File: src/rtl/mp2d_pkg.sv
// Shared constants, state type and controller interface structs for the maximal points block.
package mp2d_pkg;

    localparam int MAX_POINTS = 64;
    localparam int AW         = $clog2(MAX_POINTS);
    localparam int CW         = $clog2(MAX_POINTS + 1);
    localparam int DW         = 16;

    typedef enum logic [2:0] {
        S_IDLE,
        S_RDI,
        S_SCAN,
        S_DRAIN,
        S_EMIT
    } t_state;

    typedef struct packed {
        logic in_ready;
        logic init_pt;
        logic scan;
        logic emit;
    } t_cmd;

    typedef struct packed {
        logic in_valid;
        logic in_last;
        logic scan_end;
        logic pt_last;
        logic out_free;
    } t_status;

endpackage

File: src/rtl/mp2d_ram.sv
// Generic single-write, single-read RAM with a registered read port.
module mp2d_ram #(
    parameter int WIDTH = 32,
    parameter int DEPTH = 64
) (
    input  logic                     i_clk,
    input  logic                     i_we,
    input  logic [$clog2(DEPTH)-1:0] i_waddr,
    input  logic [WIDTH-1:0]         i_wdata,
    input  logic [$clog2(DEPTH)-1:0] i_raddr,
    output logic [WIDTH-1:0]         o_rdata
);

    logic [WIDTH-1:0] r_mem [DEPTH];
    logic [WIDTH-1:0] r_rdata;

    always_ff @(posedge i_clk) begin
        if (i_we) begin
            r_mem[i_waddr] <= i_wdata;
        end
        r_rdata <= r_mem[i_raddr];
    end

    assign o_rdata = r_rdata;

endmodule

File: src/rtl/mp2d_ctrl.sv
// Sequencer that steps through loading, the pairwise scan and the emission of results.
module mp2d_ctrl import mp2d_pkg::*; (
    input  logic    i_clk,
    input  logic    i_rst_n,
    input  t_status i_status,
    output t_cmd    o_cmd
);

    t_state r_state;
    t_state n_state;

    always_ff @(posedge i_clk) begin
        if (!i_rst_n) begin
            r_state <= S_IDLE;
        end else begin
            r_state <= n_state;
        end
    end

    always_comb begin
        n_state = r_state;
        unique case (r_state)
            S_IDLE: begin
                if (i_status.in_valid && i_status.in_last) begin
                    n_state = S_RDI;
                end
            end
            S_RDI: begin
                n_state = S_SCAN;
            end
            S_SCAN: begin
                if (i_status.scan_end) begin
                    n_state = S_DRAIN;
                end
            end
            S_DRAIN: begin
                n_state = S_EMIT;
            end
            S_EMIT: begin
                if (i_status.out_free) begin
                    n_state = i_status.pt_last ? S_IDLE : S_RDI;
                end
            end
            default: begin
                n_state = S_IDLE;
            end
        endcase
    end

    always_comb begin
        o_cmd.in_ready = (r_state == S_IDLE);
        o_cmd.init_pt  = (r_state == S_RDI);
        o_cmd.scan     = (r_state == S_SCAN);
        o_cmd.emit     = (r_state == S_EMIT) && i_status.out_free;
    end

endmodule

File: src/rtl/mp2d_dp.sv
// Point stores, scan counters, dominance compare and the result register.
module mp2d_dp import mp2d_pkg::*; (
    input  logic                 i_clk,
    input  logic                 i_rst_n,
    input  t_cmd                 i_cmd,
    output t_status              o_status,
    input  logic signed [DW-1:0] i_in_x,
    input  logic signed [DW-1:0] i_in_y,
    input  logic                 i_last_point,
    input  logic                 i_in_valid,
    input  logic                 i_out_ready,
    output logic                 o_out_valid,
    output logic signed [DW-1:0] o_out_x,
    output logic signed [DW-1:0] o_out_y,
    output logic                 o_is_maximal,
    output logic                 o_overflow,
    output logic                 o_last_result
);

    logic [CW-1:0]         r_count;
    logic                  r_ovf_seen;
    logic [CW-1:0]         r_n;
    logic                  r_ovf;
    logic [AW-1:0]         r_i;
    logic [AW-1:0]         r_j;
    logic                  r_cmp_v;
    logic [AW-1:0]         r_cmp_j;
    logic                  r_max;
    logic                  r_out_valid;
    logic signed [DW-1:0]  r_out_x;
    logic signed [DW-1:0]  r_out_y;
    logic                  r_out_max;
    logic                  r_out_ovf;
    logic                  r_out_last;

    logic                  accept;
    logic                  has_room;
    logic                  we;
    logic [CW-1:0]         count_after;
    logic [2*DW-1:0]       data_a;
    logic [2*DW-1:0]       data_b;
    logic signed [DW-1:0]  px;
    logic signed [DW-1:0]  py;
    logic signed [DW-1:0]  qx;
    logic signed [DW-1:0]  qy;
    logic                  dom;
    logic                  out_free;
    logic                  pt_last;

    assign accept      = i_cmd.in_ready && i_in_valid;
    assign has_room    = (r_count < CW'(MAX_POINTS));
    assign we          = accept && has_room;
    assign count_after = has_room ? r_count + CW'(1) : r_count;

    mp2d_ram #(.WIDTH(2 * DW), .DEPTH(MAX_POINTS)) u_ram_a (
        .i_clk   (i_clk),
        .i_we    (we),
        .i_waddr (r_count[AW-1:0]),
        .i_wdata ({i_in_x, i_in_y}),
        .i_raddr (r_i),
        .o_rdata (data_a)
    );

    mp2d_ram #(.WIDTH(2 * DW), .DEPTH(MAX_POINTS)) u_ram_b (
        .i_clk   (i_clk),
        .i_we    (we),
        .i_waddr (r_count[AW-1:0]),
        .i_wdata ({i_in_x, i_in_y}),
        .i_raddr (r_j),
        .o_rdata (data_b)
    );

    assign px  = $signed(data_a[2*DW-1:DW]);
    assign py  = $signed(data_a[DW-1:0]);
    assign qx  = $signed(data_b[2*DW-1:DW]);
    assign qy  = $signed(data_b[DW-1:0]);
    assign dom = (qx >= px) && (qy >= py) && ((qx > px) || (qy > py));

    assign out_free = !r_out_valid || i_out_ready;
    assign pt_last  = (CW'(r_i) == r_n - CW'(1));

    always_comb begin
        o_status.in_valid = i_in_valid;
        o_status.in_last  = i_last_point;
        o_status.scan_end = (CW'(r_j) == r_n - CW'(1));
        o_status.pt_last  = pt_last;
        o_status.out_free = out_free;
    end

    always_ff @(posedge i_clk) begin
        if (!i_rst_n) begin
            r_count    <= '0;
            r_ovf_seen <= 1'b0;
            r_cmp_v    <= 1'b0;
        end else begin
            r_cmp_v <= i_cmd.scan;
            if (accept) begin
                if (i_last_point) begin
                    r_count    <= '0;
                    r_ovf_seen <= 1'b0;
                end else begin
                    r_count    <= count_after;
                    r_ovf_seen <= r_ovf_seen || !has_room;
                end
            end
        end
    end

    always_ff @(posedge i_clk) begin
        if (accept && i_last_point) begin
            r_n   <= count_after;
            r_ovf <= r_ovf_seen || !has_room;
            r_i   <= '0;
        end else if (i_cmd.emit && !pt_last) begin
            r_i <= r_i + AW'(1);
        end
        if (i_cmd.init_pt) begin
            r_j   <= '0;
            r_max <= 1'b1;
        end else begin
            if (i_cmd.scan) begin
                r_j <= r_j + AW'(1);
            end
            if (r_cmp_v && dom && (r_cmp_j != r_i)) begin
                r_max <= 1'b0;
            end
        end
        r_cmp_j <= r_j;
    end

    always_ff @(posedge i_clk) begin
        if (!i_rst_n) begin
            r_out_valid <= 1'b0;
        end else if (i_cmd.emit) begin
            r_out_valid <= 1'b1;
        end else if (i_out_ready) begin
            r_out_valid <= 1'b0;
        end
    end

    always_ff @(posedge i_clk) begin
        if (i_cmd.emit) begin
            r_out_x    <= px;
            r_out_y    <= py;
            r_out_max  <= r_max;
            r_out_ovf  <= r_ovf;
            r_out_last <= pt_last;
        end
    end

    assign o_out_valid   = r_out_valid;
    assign o_out_x       = r_out_x;
    assign o_out_y       = r_out_y;
    assign o_is_maximal  = r_out_max;
    assign o_overflow    = r_out_ovf;
    assign o_last_result = r_out_last;

endmodule

File: src/rtl/maximal_points_2d_top.sv
// Top level of the 2D maximal points block.
// Points are loaded one per cycle into a 64-entry store while o_in_ready is high; a
// point that arrives with the store full is dropped and flags overflow for the set.
// The request marked last_point starts the evaluation: for each of the n stored points
// the block reads the point, compares it against all n stored points through one
// comparator fed by the second read port, and then emits one result once the output
// register is free, with o_in_ready low throughout. Results leave in load order, and
// the final result of the set may still wait in the output register while loading of
// the next set has begun.
module maximal_points_2d_top import mp2d_pkg::*; (
    input  logic                 i_clk,
    input  logic                 i_rst_n,
    input  logic                 i_in_valid,
    output logic                 o_in_ready,
    input  logic signed [DW-1:0] i_in_x,
    input  logic signed [DW-1:0] i_in_y,
    input  logic                 i_last_point,
    output logic                 o_out_valid,
    input  logic                 i_out_ready,
    output logic signed [DW-1:0] o_out_x,
    output logic signed [DW-1:0] o_out_y,
    output logic                 o_is_maximal,
    output logic                 o_overflow,
    output logic                 o_last_result
);

    t_cmd    cmd;
    t_status status;

    mp2d_ctrl u_ctrl (
        .i_clk    (i_clk),
        .i_rst_n  (i_rst_n),
        .i_status (status),
        .o_cmd    (cmd)
    );

    mp2d_dp u_dp (
        .i_clk         (i_clk),
        .i_rst_n       (i_rst_n),
        .i_cmd         (cmd),
        .o_status      (status),
        .i_in_x        (i_in_x),
        .i_in_y        (i_in_y),
        .i_last_point  (i_last_point),
        .i_in_valid    (i_in_valid),
        .i_out_ready   (i_out_ready),
        .o_out_valid   (o_out_valid),
        .o_out_x       (o_out_x),
        .o_out_y       (o_out_y),
        .o_is_maximal  (o_is_maximal),
        .o_overflow    (o_overflow),
        .o_last_result (o_last_result)
    );

    assign o_in_ready = cmd.in_ready;

endmodule

File: config.mk
export PLATFORM = sky130hd
export DESIGN_NAME = maximal_points_2d_top
export DESIGN_NICKNAME = d
export VERILOG_FILES = /design/src/rtl/mp2d_pkg.sv /design/src/rtl/mp2d_ram.sv /design/src/rtl/mp2d_ctrl.sv /design/src/rtl/mp2d_dp.sv /design/src/rtl/maximal_points_2d_top.sv
export SDC_FILE = /design/constraint.sdc
export NUM_CORES = 2
export LEC_CHECK = 0
export BUFFER_PORTS_ARGS = -buffer_cell sky130_fd_sc_hd__buf_2
export CAP_MARGIN = 10
export CORE_MARGIN = 5
export CORE_UTILIZATION = 68
export DETAILED_ROUTE_END_ITERATION = 8
export GPL_TIMING_DRIVEN = 0
export PLACE_DENSITY_LB_ADDON = 0.15
export SLEW_MARGIN = 10
export SYNTH_ARGS = -nofsm -noshare
export SYNTH_HDL_FRONTEND = slang
export SYNTH_SLANG_ARGS = --single-unit
File: constraint.sdc
create_clock -name i_clk -period 9.1 [get_ports i_clk]
set_clock_uncertainty 0.05 [all_clocks]
set_input_delay 1.82 -clock i_clk [delete_from_list [all_inputs] [get_ports i_clk]]
set_output_delay 1.82 -clock i_clk [all_outputs]
set_load 0.01 [all_outputs]
; ---- Word-level counts from Yosys, hierarchy flattened
; Memory sizes are Yosys's and may differ from the RTL's. A register that Yosys moved wholly into a read port is not among the register bits.
; Cells that the tools add are included.
[op_classes]
div = 0
n_mux = 12
n_reduce_logical = 19
shift = 0
bitwise = 0
n_lt_le_gt_ge = 5
addsub = 4
n_eq_ne = 10
mul = 0
[ops]
columns = cell, n
row1 = >= comparator 16 bit, 2
row2 = > comparator 16 bit, 2
row3 = case mux 3 bit (5 select lines), 1
row4 = == test 6 x 7 -> 1 bit, 2
row5 = two-way mux 7 bit, 2
row6 = "adder 6 x 1 -> 6 bit, second input constant", 2
row7 = logical AND 1 bit, 10
row8 = two-way mux 3 bit, 3
row9 = "adder 7 x 1 -> 7 bit, second input constant", 1
row10 = "< comparator 7 bit, second input constant", 1
row11 = "subtractor 7 x 1 -> 7 bit, second input constant", 1
row12 = "== test 3 x 2 -> 1 bit, second input constant", 2
row13 = two-way mux 1 bit, 6
row14 = inequality test 6 bit, 1
row15 = "inequality test 2 x 1 -> 1 bit, second input constant", 2
row16 = "== test 3 x 1 -> 1 bit, second input constant", 1
row17 = "== test 3 bit, second input constant", 1
row18 = zero test 1 bit, 3
row19 = zero test 3 bit, 1
row20 = logical OR 1 bit, 3
row21 = AND reduction 3 bit, 1
row22 = "inequality test 2 bit, second input constant", 1
row23 = nonzero test 2 bit, 1
[word_totals]
word_cells = 68
latch_bits = 0
ramBits = 4096
mem_count = 2
regBits = 75
mem_bits_ro = 0
[memory_table]
columns = memory, words, width, read_ports, rd_clocked_by_memory_dff, wr, line
row1 = u_dp.u_ram_a.r_mem, 64, 32, 1, 1, 1, mp2d_ram.sv:14  ; logic [WIDTH-1:0] r_mem [DEPTH];
row2 = u_dp.u_ram_b.r_mem, 64, 32, 1, 1, 1, mp2d_ram.sv:14

; ---- Longest topological paths before layout
[logic_depth]
word_depth = 5
ltp_mapped = 10
mapped_depth_nobuf = 8

; ---- Cells and area by module
; Synthesis repeated with hierarchy kept, for this count alone.
[hier_totals]
hier_cells = 6990
hier_area_um2 = 160881.8
[by_module_without_submodules]
columns = mod, cells_per_inst, instances, area_per_inst_um2, seq_area_each_um2
row1 = mp2d_ram, 3324, 2, 78515.3, 62139.6
row2 = mp2d_dp, 321, 1, 3662.3, 1871.8
row3 = mp2d_ctrl, 21, 1, 188.9, 60.1

; ---- Least setup slack after synthesis
; OpenSTA, ideal clock, no wires.
[synth_timing]
path_type = input -> register
start = in i_in_valid
end = mem u_dp.u_ram_b.r_mem[10][0], enable pin
n_path_buf = 1
path_stages = 4
setup_ns = 0.461
arrival_time_ns = 4.581
setup_slack_ns = 4.008
path_cell_list = and2_1 clkbuf_1 nand2_1 nor3_1
[synth_between]
elab_chain_len = 4
[synth_rtl]
columns = element, line
row1 = from (decl), maximal_points_2d_top.sv:13  ; input logic i_in_valid,
row2 = logical AND 1 bit, mp2d_dp.sv:50  ; assign accept = i_cmd.in_ready && i_in_valid;
row3 = logical AND 1 bit, mp2d_dp.sv:52  ; assign we = accept && has_room;
row4 = two-way mux 1 bit, mp2d_ram.sv:18  ; if (i_we) begin
row5 = two-way mux 1 bit (implied by the code), mp2d_ram.sv:19  ; r_mem[i_waddr] <= i_wdata;
row6 = to (decl), mp2d_ram.sv:14
; No other way between the ends.

==> results.py <==
metrics = {
    "clock_network": {
        "clockRootBuffer": "clkbuf_16",
        "path_clk_slew_ns": 0.07,
        "cts_sinks": 2187,
        "numCtsBuffers": 213,
        "insertion_delay_ns": 0.88,
        "cts_resized": 0,
        "clock_path_buffers": 3,
        "hold_buffers": 0,
        "cts_tree": "done",
        "cts_htree_levels": 4,
        "postCtsSetupRepairBufs": 0,
    },
    "yosys": {
        "synth_nets": 4781,
        "async_flop_share": 0,
        "synth_top_family_by_area": "multiplexers",
        "synth_mux_area_frac": 0.2781,
        "synth-seq-area-share": 0.6509,
        "synth_xor_area_frac": 0.002895,
        "synth-edff-count": 2091,
        "syn_inst": 4708,
        "synth_largest_area_cell": "edfxtp_1",
        "synth_fa_ha_area_frac": 0.004531,
        "yosysWarnings": 0,
        "syn_area_per_cell_um2": 21.12,
        "netlist_area_um2": 99410,
        "yosys.cell_types.count": 55,
        "synth_compound_area_frac": 0.02589,
        "synth_area_leaders": "edfxtp_1, mux4_2, dfxtp_1, mux2i_1, a211oi_1",
        "synth_top_area_share": 0.6316,
        "ys.flop_type": "edfxtp_1",
        "ys_ff_latch": 2187,
        "synthSimpleGateAreaFrac": 0.01936,
    },
    "power": {
        "p_per_area_nw_per_um2": 257.2,
        "seq_power_share": 0.398,
        "pwr-share-comb": 0.294,
        "leakagePower_nw": 33.81,
        "clock_power_share": 0.307,
        "p_sw_mw": 9.347,
        "p_int_mw": 19.41,
        "ir_worst_vdd_mv": 0.2129,
        "switching_share": 0.3251,
    },
    "route": {
        "vias_per_cell": 8.881,
        "dr.pass1.iters": 9,
        "ant_nets": 0,
        "num_vias": 64121,
        "drtIter0Drc": 15940,
        "post_drt_wl_per_cell_um": 55.32,
        "wl_um": 399400,
        "drc": 0,
    },
    "sta": {
        "slew_headroom": -0.01822,
        "finalSetupTns_ns": 0,
        "worst_pin_slew_ns": 1.516,
        "finalSetupViolCount": 0,
        "hold_violations": 0,
        "grt_setup_unrepaired": "false",
        "layout_setup_ws_ns": 3.209,
        "slew_violations": 23,
        "max_freq_mhz": 169.7,
        "fin_crit_ns": 5.891,
        "finalCritPeriodShare": 0.6474,
    },
    "status": {
        "violations": "max-capacitance violations, max-slew violations",
        "status": "complete, but fails checks",
    },
    "grt": {
        "grtUsageMet1": 0.6444,
        "overflow": 0,
        "grt_start_max_net_pins": 65,
        "grt_usage": 0.5265,
        "grt_pass1_vias": 61803,
        "grtUsageMet3": 0.2557,
        "met2_usage": 0.7163,
        "antenna_found_initial": 25,
        "top_usage_layer": "met2",
        "grt_pass1_wl_um": 528100,
    },
    "critical_path": {
        "slowest_delay_ns": 1.13,
        "cp_top_family": "buffers and inverters",
        "reg2reg_setup_slack_ns": 3.21,
        "crit_chain": "buf_2 -> buf_2 -> buf_2 -> buf_2 -> clkbuf_1 -> a211oi_1 -> a211oi_1 -> a21oi_1 -> nand2_1",
        "cp.arrival_ns": 6.64,
        "cpMostUsedCell": "buf_2",
        "crit_buf_inv": 5,
        "cp-end-kind": "flip-flop",
        "cp_slowest_cell": "clkbuf_1",
        "critical_path_class": "reg -> reg",
        "crit_required_ns": 9.85,
        "start_kind": "flip-flop",
        "crit_fanout": 11,
    },
    "floorplanning": {
        "initial_core_util": 0.6829,
        "die-area_um2": 153900,
        "rows": 140,
        "ioPinCount": 74,
        "core_um2": 145600,
        "die_w_um": 392.4,
        "die_h_um": 392.4,
    },
    "final_layout": {
        "fill_cells": 7250,
        "final_net_count": 5184,
        "syn_to_final_growth_pct": 12.48,
        "drive_gt1_frac": 0.3657,
    },
    "flow_run": {
        "maxCapViolations": 3,
    },
    "placement": {
        "hpwl_um": 260900,
        "post-place-ws_ns": 3.973,
        "io_buffers": 72,
        "place.gp.congestion": 1.101,
    },
    "worst_hold_path": {
        "hp-class": "reg -> reg",
    },
}
-- synth_stat cells, types with 4 or more instances --
library cell and number:
a211oi_1 125, a21o_1 4, a21oi_1 115, a22oi_1 103, and2_1 4, buf_1 29
buf_2 124, buf_4 14, buf_6 9, clkbuf_1 193, dfxtp_1 96, edfxtp_1 2091
ha_1 36, inv_1 41, mux2i_1 104, mux4_2 1181, nand2_1 95, nand2b_1 6
nand3_1 12, nand3b_1 6, nand4_1 8, nor2_1 79, nor2b_1 113, nor3_1 15
nor3b_1 6, nor4_1 5, o21ai_0 13, or3_1 14, xnor2_1 14, xor2_1 11
-- registers in the layout (all words and copies together) (netlist names) --
register,cells
u_dp.o_is_maximal,1
u_dp.r_ovf,1
u_dp.r_count,7
u_dp.o_out_y,16
u_dp.u_ram_a.r_mem,32
u_ctrl.r_state,3
u_dp.r_cmp_j,6
u_dp.o_out_valid,1
u_dp.o_overflow,1
u_dp.u_ram_a.o_rdata,32
u_dp.u_ram_b.r_mem,2016
u_dp.r_max,1
u_dp.r_ovf_seen,1
u_dp.o_out_x,16
u_dp.r_i,6
u_dp.u_ram_b.o_rdata,32
u_dp.r_n,7
u_dp.o_last_result,1
u_dp.r_cmp_v,1
u_dp.r_j,6
-- cells in the final DEF, fill, tap and decap left out, types with 36 or more instances in the layout --
cell,n
edfxtp_1,2091
mux4_2,1181
clkbuf_16,217
clkbuf_1,199
buf_2,184
a211oi_1,124
a21oi_1,114
nor2b_1,112
mux2i_1,104
a22oi_1,103
dfxtp_1,96
nand2_1,95
nor2_4,59
clkinv_1,56
buf_4,52
buf_12,44
inv_1,41
buf_16,39
clkbuf_2,38
ha_1,36
clkinv_2,36
-- final cells by class --
class / count / area [um^2] / share of cell area
clock inverter: 127 / 1104 / 0.009869
buffer: 369 / 1723 / 0.01541
clock buffer: 260 / 5602 / 0.05009
tap: 1917 / 2399 / 0.02145
inverter: 41 / 153.9 / 0.001376
multi-input combinational: 2111 / 33380 / 0.2985
timing repair buffer: 188 / 2701 / 0.02416
sequential: 2187 / 64710 / 0.5787
antenna: 20 / 50.05 / 0.0004476
-- metrics by stage --
stage / std cells / util / total power, mW / hold WS (ns) / instance area (um^2)
6_report: 7220 / 0.7682 / 28.76 / 0.3125 / 111800
5_1_grt: 7206 / 0.7679 / 29.07 / 0.3151 / 111800
4_1_cts: 7191 / 0.7667 / 28.11 / 0.3056 / 111600
3_5_place_dp: 6804 / 0.7206 / 19.49 / 0.2917 / 104900
3_3_place_gp: 6697 / 0.7019 / 19.37 / 0.2989 / 102200
2_1_floorplan: 4708 / - / 16.32 / 0.2790 / 99410
-- power groups by stage --
stage / Combinational, mW / Clock, mW / Sequential (mW)
2_1_floorplan: 4.75 / 0 / 11.6
3_3_place_gp: 7.71 / 0 / 11.7
3_5_place_dp: 7.84 / 0 / 11.7
4_1_cts: 7.97 / 8.70 / 11.4
5_1_grt: 8.44 / 9.17 / 11.5
6_report: 8.47 / 8.83 / 11.5
-- layer usage --
layer	vias up	part of all wire
met3	2178	0.19
li1	21406	-
met2	8702	0.41
met4	18	0.11
met5	-	0.0030
met1	31817	0.28
-- cells by family after synthesis --
kind of cell,after synthesis
flip-flops,2187
multiplexers,1286
buffers and inverters,410
AO/OA/AOI/OAI,384
AND/OR/NAND/NOR,377
adder cells (fa/ha/maj),36
XOR/XNOR,28
-- final timing paths --
| path | to | from | cells past startpoint |
|---|---|---|---|
| hold reg to reg | u_dp.r_cmp_j[4] | u_dp.r_j[4] | 0 |
| hold / removal | u_dp.r_cmp_j[4] | u_dp.r_j[4] | 0 |
| setup / recovery | u_dp.u_ram_b.o_rdata[11] | u_dp.r_j[1] | 9 |
| setup reg to reg | u_dp.u_ram_b.o_rdata[11] | u_dp.r_j[1] | 9 |
No activity file was read; power rests on OpenSTA's default activity.
